--- config.mk ---
export PLATFORM = sky130hd
export DESIGN_NAME = onb_div
export DESIGN_NICKNAME = d
export VERILOG_FILES = /design/src/rtl/core/onb_div.sv
export SDC_FILE = /design/constraint.sdc
export NUM_CORES = 1
export LEC_CHECK = 0
export BUFFER_PORTS_ARGS = -buffer_cell sky130_fd_sc_hd__buf_2
export CAP_MARGIN = 20
export CORE_UTILIZATION = 31
export CTS_CLUSTER_DIAMETER = 50
export DETAILED_ROUTE_END_ITERATION = 10
export SKIP_LAST_GASP = 1
export SLEW_MARGIN = 20
export SYNTH_ARGS = -nofsm -noshare
export SYNTH_HDL_FRONTEND = slang
export SYNTH_SLANG_ARGS = --single-unit
--- constraint.sdc ---
create_clock -name clk -period 3.4 [get_ports clk]
set_input_delay 0.68 -clock clk [delete_from_list [all_inputs] [get_ports clk]]
set_output_delay 0.68 -clock clk [all_outputs]
set_load 0.02 [all_outputs]
--- src/rtl/core/onb_div.sv ---
// ----------------------------------------------------------------------------
// Pipelined restoring divider
// Unsigned divider that resolves one quotient bit per register stage and
// carries a sideband word alongside each division.
// ----------------------------------------------------------------------------
module onb_div #(
	parameter int NW = 29,
	parameter int DW = 16,
	parameter int QW = 14,
	parameter int SW = 8
) (
	input  logic          clk,
	input  logic          arst_n,
	input  logic          en,
	input  logic          vld_in,
	input  logic [NW-1:0] num,
	input  logic [DW-1:0] den,
	input  logic [SW-1:0] side_in,
	output logic          vld_out,
	output logic [QW-1:0] quo,
	output logic [SW-1:0] side_out
);

	localparam int CW = NW + DW;

	logic [NW-1:0] rem_s  [0:QW];
	logic [DW-1:0] den_s  [0:QW];
	logic [QW-1:0] quo_s  [0:QW];
	logic [SW-1:0] side_s [0:QW];
	logic          vld_s  [0:QW];

	assign rem_s[0]  = num;
	assign den_s[0]  = den;
	assign quo_s[0]  = '0;
	assign side_s[0] = side_in;
	assign vld_s[0]  = vld_in;

	for (genvar k = 0; k < QW; k++) begin : g_stage
		localparam int BIT = QW - 1 - k;
		logic [CW-1:0] rem_x;
		logic [CW-1:0] sub_x;
		logic [CW-1:0] dif_x;
		logic          ge;

		assign rem_x = CW'(rem_s[k]);
		assign sub_x = CW'(den_s[k]) << BIT;
		assign ge    = rem_x >= sub_x;
		assign dif_x = rem_x - sub_x;

		always_ff @(posedge clk or negedge arst_n) begin
			if (!arst_n) begin
				vld_s[k+1] <= 1'b0;
			end else if (en) begin
				vld_s[k+1] <= vld_s[k];
			end
		end

		always_ff @(posedge clk) begin
			if (en) begin
				rem_s[k+1]  <= ge ? dif_x[NW-1:0] : rem_s[k];
				den_s[k+1]  <= den_s[k];
				quo_s[k+1]  <= (quo_s[k] << 1) | QW'(ge);
				side_s[k+1] <= side_s[k];
			end
		end
	end

	assign vld_out  = vld_s[QW];
	assign quo      = quo_s[QW];
	assign side_out = side_s[QW];

endmodule

==> impl_metrics.tcl, run 1 <==
set metrics [dict create \
    status "finished, final reports clean" \
    hp-start "side_in[5]" \
    skew_ns 0.04986 \
    worstSetupStartpointType "flop" \
    boundaryPins 80 \
    preCtsSetupSlack_ns -0.1586 \
    cp_cell_sequence "inv_1, ha_1, inv_1, fa_1, a21oi_1, o211ai_1, nand2_1, o21ai_0, o41ai_2, buf_4, mux2_2" \
    cap_violations 0 \
    fin_ws_ns 0.1750 \
    cp_top_family "compound AO/OA/AOI/OAI gates" \
    die_area_um2 130200 \
    ir_drop_mv 0.4467 \
    hp-class "input pin to flop" \
    hold_end "side_s[109]" \
    r2r-end "g_stage[5].rem_x[10]" \
    synth_nets 3483 \
    synth_xor_area_share_pct 5.071 \
    arrival_ns 3.69 \
    clkSinkCount 816 \
    grt-ovfl-total 0 \
    holdPathStages 1 \
    placedCellCount 4947 \
    crit_type "flop to flop" \
    synth_top_family_by_area "compound AO/OA/AOI/OAI gates" \
    ff2ff_path_depth 11 \
    detail-route-antenna-nets 0 \
    dr.pass1.iters 5 \
    crit_top_cell "inv_1" \
    drc 0 \
    dpl_cell_area_um2 42920 \
    drtIter0Drc 1087 \
    worstPathMaxFanout 29 \
    fillCellCount 12160 \
    setup_violations 0 \
    core_um2 127700 \
    cp-end-kind "flop" \
    clkLatencyLatePin_ns 0.72 \
    fp.dieW_um 360.8 \
    track_usage_pct 10.96 \
    ys_ff_latch 816 \
    min_period_ns 3.225 \
    synth-edff-count 802 \
    finalNetCount 3691 \
    n_antenna_cell 0 \
    synthArstFlopShare_pct 1.716 \
    ff2ff_setup_slack_ns 0.18 \
    avgSynthCellArea_um2 12.51 \
    die_h_um 360.8 \
    max_stage_delay_ns 0.41 \
    vias_per_cell 4.660 \
    cts_root_buf "clkbuf_16" \
    final_cells 5145 \
    syn_to_final_growth_pct 16.62 \
    final_cell_area_um2 46530 \
    slew-limit-headroom_pct 37.33 \
    synthAdderAreaFrac_pct 7.676 \
    utilization_pct 36.44 \
    drive_above_1_share_pct 12.40 \
    p_per_area_nw_per_um2 784.0 \
    wl_per_cell_um 13.87 \
    cp_num_buf_inv 3 \
    path_clk_slew_ns 0.06 \
    grt_max_degree 113 \
    rows 131 \
    rr_startpoint "g_stage[4].rem_x[9]" \
    seq_area_frac_synth_pct 61.24 \
    total_power_mw 36.48 \
    syn_inst 3189 \
    globalplace.congestion 0.8647 \
    synth.area.mux_share_pct 1.283 \
    slew_viol_final 0 \
    grt_pass1_vias 24370 \
    cts_max_level 3 \
    antenna_found_initial 0 \
    routed_wl_um 71340 \
    crit_slowest_cell "fa_1" \
    place.detailed.hpwl_um 52500 \
    port-buffer-count 79 \
    yosysWarningCount 0 \
    netlist_area_um2 39900 \
    ys_types 87 \
    ys.flop_type "edfxtp_1" \
    worst-slew-pin-transition_ns 0.9282 \
    cts_buffers 108 \
    synth-simple-area-share_pct 9.755 \
    synth_compound_area_share_pct 11.13 \
    cts_tree "yes" \
    rsz0062_at_grt "true" \
    fin_tns_setup_ns 0 \
    max_freq_ghz 0.3101 \
    power_leakage_nw 17.86 \
    cp.depth 11 \
    hold_viol_final 0 \
    grt_pass1_wl_um 117300 \
    vias 23980 \
    holdWs_ns 0.1564 \
    crit_required_ns 3.86 \
    initial_core_util_pct 31.25 \
    fin_crit_sh_pct 94.85 \
    clk_path_buf_depth 3 \
]
## logic make-up after synthesis
group / after synthesis
DFF: 816
and+or+nand+nor: 772
buffers and inverters: 379
xor gates and xnor gates: 231
adders and majority gates: 237
muxes: 46
AOI/OAI and AO/OA: 708
## final cells by class
cell class / count / area (µm²) / share of cell area, %
well taps: 1662 / 2079 / 4.469
flip-flops and latches: 816 / 24430 / 52.51
multi-input cells: 1994 / 13990 / 30.07
clock inverters: 73 / 757.0 / 1.627
clock buffers: 123 / 2801 / 6.021
inverters: 299 / 1127 / 2.423
repair buffers: 178 / 1339 / 2.877
## worst max-delay path by stage
stage | start | end
CTS | g_stage[12].rem_x[1] | g_stage[13].rem_x[27]
global placement | num[13] | g_stage[1].rem_x[27]
detailed placement | num[13] | g_stage[1].rem_x[14]
finish | g_stage[4].rem_x[9] | g_stage[5].rem_x[10]
global route | g_stage[8].rem_x[5] | g_stage[9].rem_x[17]
floorplan | num[13] | g_stage[1].rem_x[13]
## power breakdown
part	internal (mW)	total, mW	switching (mW)
clock network	6.72	11.1	4.36
logic	4.75	10.6	5.85
registers	13.7	14.8	1.08
total	25.2	36.5	11.3
## layer usage
metal	routed length, µm	track usage, %
met5	0	0
met4	3199	5.941
met3	2689	2.248
met2	36270	20.26
met1	29180	11.57
## cell usage in the layout, fill, tap and decap left out, types with 12 or more instances in the layout
cell type	n
nand2b_1	41
nor2b_1	39
xnor2_1	101
nor2_1	150
inv_1	298
o31ai_1	22
clkbuf_16	110
nand4_1	26
a31oi_1	18
nor4_1	39
mux2_2	41
o21a_1	29
clkinv_1	18
a21oi_1	180
o211ai_1	12
clkinv_2	17
fa_1	13
a211oi_1	25
nand3_1	44
a21o_1	78
o21bai_1	17
buf_12	15
edfxtp_1	802
or2_2	16
xor2_1	130
nor3_1	59
o21ai_0	222
nand2_1	251
clkbuf_1	13
or3_1	19
ha_1	224
and3_1	16
dfrtp_1	14
buf_4	83
buf_2	78
## flip-flops by register name, indices dropped and copies added, names as in the netlist
register and count:
g_stage.rem_x 377, quo 14, side_s 104, quo_s 91
den_s 208, side_out 8, vld_out 1, vld_s 13
## timing repair
item / in CTS / in global routing
setup endpoints to repair: 0 / 41
hold endpoints to repair: 14 / 0
hold buffers: 1 / 0
resized for setup: 0 / 5
setup buffers: 0 / 1
## Yosys cell counts (all sizes together) (41+ instances only)
cell type  count  area [µm²]
a21o          78       585.6
xnor2        101       884.6
ha           224        2803
nand2b        41       256.5
edfxtp       802       24080
nor2         150       563.0
nor4          45       315.3
a21oi        180       900.9
inv          298        1119
nor3          59       295.3
clkbuf        41       155.1
mux2          41       461.7
xor2         130        1139
nand2        252       953.4
o21ai        228        1145
nand3         44       220.2
## worst reg2reg max path: stages (launching register included)
cell and delay, ns:
edfxtp_1 0.39, inv_1 0.10, ha_1 0.16, inv_1 0.05
fa_1 0.41, a21oi_1 0.29, o211ai_1 0.19, nand2_1 0.14
o21ai_0 0.14, o41ai_2 0.37, buf_4 0.37, mux2_2 0.38
(Power assumes the default switching activity.)
==> run 2, diff against run 1 <==
--- a/config.mk
+++ b/config.mk
@@ -7,6 +7,7 @@
 export LEC_CHECK = 0
 export BUFFER_PORTS_ARGS = -buffer_cell sky130_fd_sc_hd__buf_2
 export CAP_MARGIN = 20
+export CORE_ASPECT_RATIO = 1.1
 export CORE_UTILIZATION = 31
 export CTS_CLUSTER_DIAMETER = 50
 export DETAILED_ROUTE_END_ITERATION = 10
==> impl_metrics.tcl, run 2 (same netlist as run 1, synthesis figures left out) <==
set metrics [dict create \
    status "finished, final reports clean" \
    cts_buffers 103 \
    slew-limit-headroom_pct 50.91 \
    crit_type "flop to flop" \
    cp_cell_sequence "ha_1, fa_1, nor2b_1, o21ai_0, a21oi_2, o221ai_1, o211a_1, o41a_1, buf_4, o41ai_1" \
    max_freq_ghz 0.3086 \
    finalNetCount 3679 \
    port-buffer-count 79 \
    n_antenna_cell 0 \
    r2r-end "g_stage[3].rem_x[14]" \
    wl_per_cell_um 13.69 \
    rsz0062_at_grt "true" \
    cap_violations 0 \
    fp.dieW_um 344.1 \
    vias_per_cell 4.659 \
    die_area_um2 130200 \
    utilization_pct 36.24 \
    grt_pass1_vias 24200 \
    drive_above_1_share_pct 11.79 \
    core_um2 127200 \
    cts_root_buf "clkbuf_16" \
    cts_tree "yes" \
    clk_path_buf_depth 3 \
    initial_core_util_pct 31.37 \
    vias 23900 \
    track_usage_pct 10.74 \
    cp-end-kind "flop" \
    dr.pass1.iters 6 \
    power_leakage_nw 17.63 \
    fillCellCount 12200 \
    globalplace.congestion 0.8784 \
    p_per_area_nw_per_um2 772.4 \
    hold_viol_final 0 \
    mostFrequentLayoutCells "edfxtp_1, inv_1, nand2_1" \
    clkSinkCount 816 \
    min_period_ns 3.241 \
    place.detailed.hpwl_um 51930 \
    cp_top_family "compound AO/OA/AOI/OAI gates" \
    boundaryPins 80 \
    fin_tns_setup_ns 0 \
    path_clk_slew_ns 0.06 \
    routed_wl_um 70210 \
    skew_ns 0.03594 \
    detail-route-antenna-nets 0 \
    ir_drop_mv 0.4222 \
    hp-start "side_in[2]" \
    arrival_ns 3.74 \
    worst-slew-pin-transition_ns 0.7271 \
    grt_max_degree 122 \
    die_h_um 378.3 \
    grt_pass1_wl_um 114100 \
    worstSetupStartpointType "flop" \
    holdPathStages 1 \
    antenna_found_initial 1 \
    ff2ff_setup_slack_ns 0.16 \
    grt-ovfl-total 0 \
    rr_startpoint "den_s[192]" \
    max_stage_delay_ns 0.41 \
    rows 137 \
    drtIter0Drc 1135 \
    cp_num_buf_inv 1 \
    cts_max_level 3 \
    largest_reg_flops 377 \
    ff2ff_path_depth 10 \
    crit_required_ns 3.90 \
    crit_slowest_cell "fa_1" \
    final_common_cell "edfxtp_1" \
    hold_end "side_s[106]" \
    fin_crit_sh_pct 95.31 \
    setup_violations 0 \
    slew_viol_final 0 \
    hp-class "input pin to flop" \
    clkLatencyLatePin_ns 0.70 \
    worstPathMaxFanout 24 \
    syn_to_final_growth_pct 15.53 \
    drc 0 \
]
## run 2: changes by cell type in the layout (fill, tap and decap cells not counted), moves of 2 or more
cell / before / now
clkinv_16: 1 / 3
buf_12: 15 / 8
clkbuf_1: 13 / 18
clkinv_1: 18 / 14
clkinv_2: 17 / 13
inv_4: 3 / 0
clkinv_4: 2 / 4
clkbuf_16: 110 / 103
bufinv_16: 10 / 5
inv_6: 9 / 6
## run 2: cell type report
cell class	count	area, µm²	area share [%]
tap	1668	2087	4.527
sequential	816	24430	53.00
clock inverter	60	623.1	1.352
clock buffer	121	2645	5.738
timing repair buffer	171	1199	2.600
multi-input combinational	1994	13980	30.34
inverter	299	1127	2.445
## run 2: layer usage
metal	GRT usage, %	up-vias	wire [µm]	share of wire (%)
li1	-	12170	-	-
met1	10.52	11140	27340	39
met2	20.53	391	36710	52
met3	2.174	195	2611	3.7
met4	6.337	0	3553	5.1
met5	0	-	0	0
## run 2: through the flow
step / hold WS, ns / area [µm²] / instances / setup slack (ns) / power [mW]
finish: 0.1648 / 46100 / 5129 / 0.1595 / 35.61
global route: 0.1130 / 46100 / 5129 / -0.09944 / 37.87
CTS: 0.07655 / 46050 / 5125 / 0.08081 / 36.00
detailed placement: 0.4045 / 42770 / 4943 / -0.2911 / 25.51
global placement: 0.4003 / 42770 / 4943 / -0.2502 / 25.29
floorplan: 0.3844 / 39900 / 3189 / 0.1471 / 22.75
## run 2: how the worst max path moves through the flow
stage	start	endpoint	slack (ns)	cells past startpoint
2_1_floorplan	num[13]	g_stage[1].rem_x[13]	0.15	12
3_3_place_gp	num[13]	g_stage[1].rem_x[17]	-0.25	13
3_5_place_dp	num[13]	g_stage[1].rem_x[14]	-0.29	13
4_1_cts	den_s[192]	g_stage[3].rem_x[14]	0.08	10
5_1_grt	den_s[192]	g_stage[3].rem_x[14]	-0.1	10
6_report	den_s[192]	g_stage[3].rem_x[14]	0.16	10
## run 2: repair_timing
action / in CTS / in global routing
resized for setup: 0 / 4
setup buffers: 0 / 4
hold endpoints to repair: 14 / 0
endpoints found under the setup margin: 0 / 25
hold buffers: 1 / 0
## run 2: worst register-to-register path, cell delays in order, from the launching register on
cell and delay, ns:
edfxtp_1 0.40, ha_1 0.24, fa_1 0.41, nor2b_1 0.12
o21ai_0 0.13, a21oi_2 0.22, o221ai_1 0.20, o211a_1 0.31
o41a_1 0.38, buf_4 0.23, o41ai_1 0.38
## run 2: where the power goes
part	total, mW	internal [mW]	switching (mW)
combinational	10.6	4.73	5.83
sequential	14.8	13.7	1.08
clock	10.3	6.01	4.25
total	35.6	24.5	11.2
==> run 3, diff against run 2 <==
--- a/config.mk
+++ b/config.mk
@@ -11,6 +11,7 @@
 export CORE_UTILIZATION = 31
 export CTS_CLUSTER_DIAMETER = 50
 export DETAILED_ROUTE_END_ITERATION = 10
+export HOLD_SLACK_MARGIN = 0.02
 export SKIP_LAST_GASP = 1
 export SLEW_MARGIN = 20
 export SYNTH_ARGS = -nofsm -noshare
==> constraint.sdc (replaced) <==
create_clock -name clk -period 3.7 [get_ports clk]
set_input_delay 0.74 -clock clk [delete_from_list [all_inputs] [get_ports clk]]
set_output_delay 0.74 -clock clk [all_outputs]
set_load 0.02 [all_outputs]
==> impl_metrics.tcl, run 3 (same netlist as run 1, synthesis figures left out) <==
set metrics [dict create \
    cp_num_buf_inv 1 \
    cp.depth 10 \
    grt-ovfl-total 0 \
    hold_viol_final 0 \
    grt_max_degree 85 \
    path_clk_slew_ns 0.06 \
    vias_per_cell 4.660 \
    ff2ff_path_depth 10 \
    track_usage_pct 10.81 \
    core_um2 127200 \
    clkLatencyLatePin_ns 0.72 \
    status "finished, final reports clean" \
    power_leakage_nw 17.56 \
    cp_cell_sequence "ha_1, fa_1, nor2b_1, o21ai_0, a21oi_1, o221ai_2, o211a_1, o41a_1, buf_4, o41ai_1" \
    setup_violations 0 \
    routed_wl_um 70520 \
    drive_above_1_share_pct 11.16 \
    clk_path_buf_depth 3 \
    use_met1_pct 10.88 \
    place.detailed.hpwl_um 51640 \
    max_freq_ghz 0.2901 \
    drc 0 \
    rsz0062_at_grt "false" \
    clkSinkCount 816 \
    initial_core_util_pct 31.37 \
    syn_to_final_growth_pct 15.38 \
    largest_reg_flops 377 \
    final_common_cell "edfxtp_1" \
    gr-usage-met3_pct 2.269 \
    rows 137 \
    crit_slowest_cell "o41a_1" \
    wl_per_cell_um 13.80 \
    cts_root_buf "clkbuf_16" \
    worstSetupStartpointType "flop" \
    cts_max_level 3 \
    cp-end-kind "flop" \
    dpl_cell_area_um2 42640 \
    cp_top_family "compound AO/OA/AOI/OAI gates" \
    worstPathMaxFanout 24 \
    dr.pass1.iters 5 \
    fp.dieW_um 344.1 \
    worst-slew-pin-transition_ns 0.8131 \
    holdPathStages 1 \
    hp-class "input pin to flop" \
    p_per_area_nw_per_um2 712.7 \
    slew_viol_final 0 \
    grt_pass1_vias 24020 \
    holdWs_ns 0.2053 \
    grt.met2_usage_pct 20.66 \
    die_h_um 378.3 \
    grt_pass1_wl_um 114800 \
    fillCellCount 12240 \
    skew_ns 0.06168 \
    mostFrequentLayoutCells "edfxtp_1, inv_1, nand2_1" \
    globalplace.congestion 0.8844 \
    slew-limit-headroom_pct 45.10 \
    drtIter0Drc 1384 \
    grt_busiest_layer "met2" \
    ir_drop_mv 0.3508 \
    cts_buffers 102 \
    die_area_um2 130200 \
    min_period_ns 3.447 \
    final_cell_area_um2 46040 \
    port-buffer-count 79 \
    arrival_ns 3.96 \
    vias 23810 \
    crit_type "flop to flop" \
    boundaryPins 80 \
    cap_violations 0 \
    finalNetCount 3648 \
    antenna_found_initial 0 \
    cts_tree "yes" \
    fin_crit_sh_pct 93.15 \
    crit_required_ns 4.21 \
    max_stage_delay_ns 0.45 \
    detail-route-antenna-nets 0 \
]
-- run 3: changes by cell type in the layout (fill, tap and decap cells not counted), sizes merged --
cell	before	now
inv	310	317
clkbuf	121	119
bufinv	5	6
buf	170	140
clkinv	38	41
clkinvlp	6	7
diode	0	1
-- run 3: area by class of cell --
| type | instances | area (µm²) | share of cell area (%) |
|---|---|---|---|
| Sequential cell | 816 | 24430 | 53.07 |
| Multi-Input combinational cell | 1994 | 13970 | 30.34 |
| Clock buffer | 119 | 2616 | 5.683 |
| Tap cell | 1668 | 2087 | 4.533 |
| Inverter | 299 | 1127 | 2.449 |
| Timing Repair Buffer | 141 | 1061 | 2.305 |
| Clock inverter | 72 | 740.7 | 1.609 |
| Antenna cell | 1 | 2.502 | 0.005436 |
-- run 3: power by group --
| part | internal (mW) | switching [mW] | total (mW) |
|---|---|---|---|
| combinational | 4.24 | 5.33 | 9.57 |
| sequential | 12.6 | 1.00 | 13.6 |
| clock | 5.61 | 4.03 | 9.64 |
| total | 22.4 | 10.4 | 32.8 |
-- run 3: metrics by stage --
step | cells | utilization [%] | setup TNS (ns) | setup WS [ns] | total power, mW
after floorplan | 3189 | - | 0 | 0.3871 | 20.90
after global placement | 4916 | 33.53 | 0 | 0.003633 | 23.11
after detailed placement | 4916 | 33.53 | -0.005183 | -0.005183 | 23.31
after CTS | 5108 | 36.17 | 0 | 0.1728 | 33.17
after global routing | 5109 | 36.19 | 0 | 0.02317 | 34.89
final | 5110 | 36.20 | 0 | 0.2534 | 32.81
-- run 3: worst reg2reg max path: cells and delay by family, from the launching register on --
kind	cells	cell delay, ns
compound gates	6	1.80
simple gates	1	0.12
buf+inv	1	0.26
fa+ha+maj	2	0.64
flops	1	0.41
-- run 3: path summary, 6_finish.rpt --
check,slack (ns),startpoint,endpoint
min in group asynchronous,0.51,arst_n,vld_s[8]
setup reg to reg,0.25,den_s[192],g_stage[3].rem_x[14]
hold / removal,0.21,num[2],g_stage[1].rem_x[2]
setup / recovery,0.25,den_s[192],g_stage[3].rem_x[14]
max in group asynchronous,2.95,arst_n,vld_s[2]
hold reg to reg,0.41,quo_s[43],quo_s[30]
-- run 3: per-layer routing --
layer  routed length [µm]  share of wire, %
met4                 3052               4.3
met5                    0                 0
met2                37130                53
met1                27670                39
met3                 2675               3.8
-- run 3: timing repair --
action | CTS | global route
hold buffers | 1 | 0
endpoints found under the setup margin | 0 | 15
buffers inserted | 0 | 1
hold endpoints to repair | 14 | 0
gates resized for setup | 0 | 1
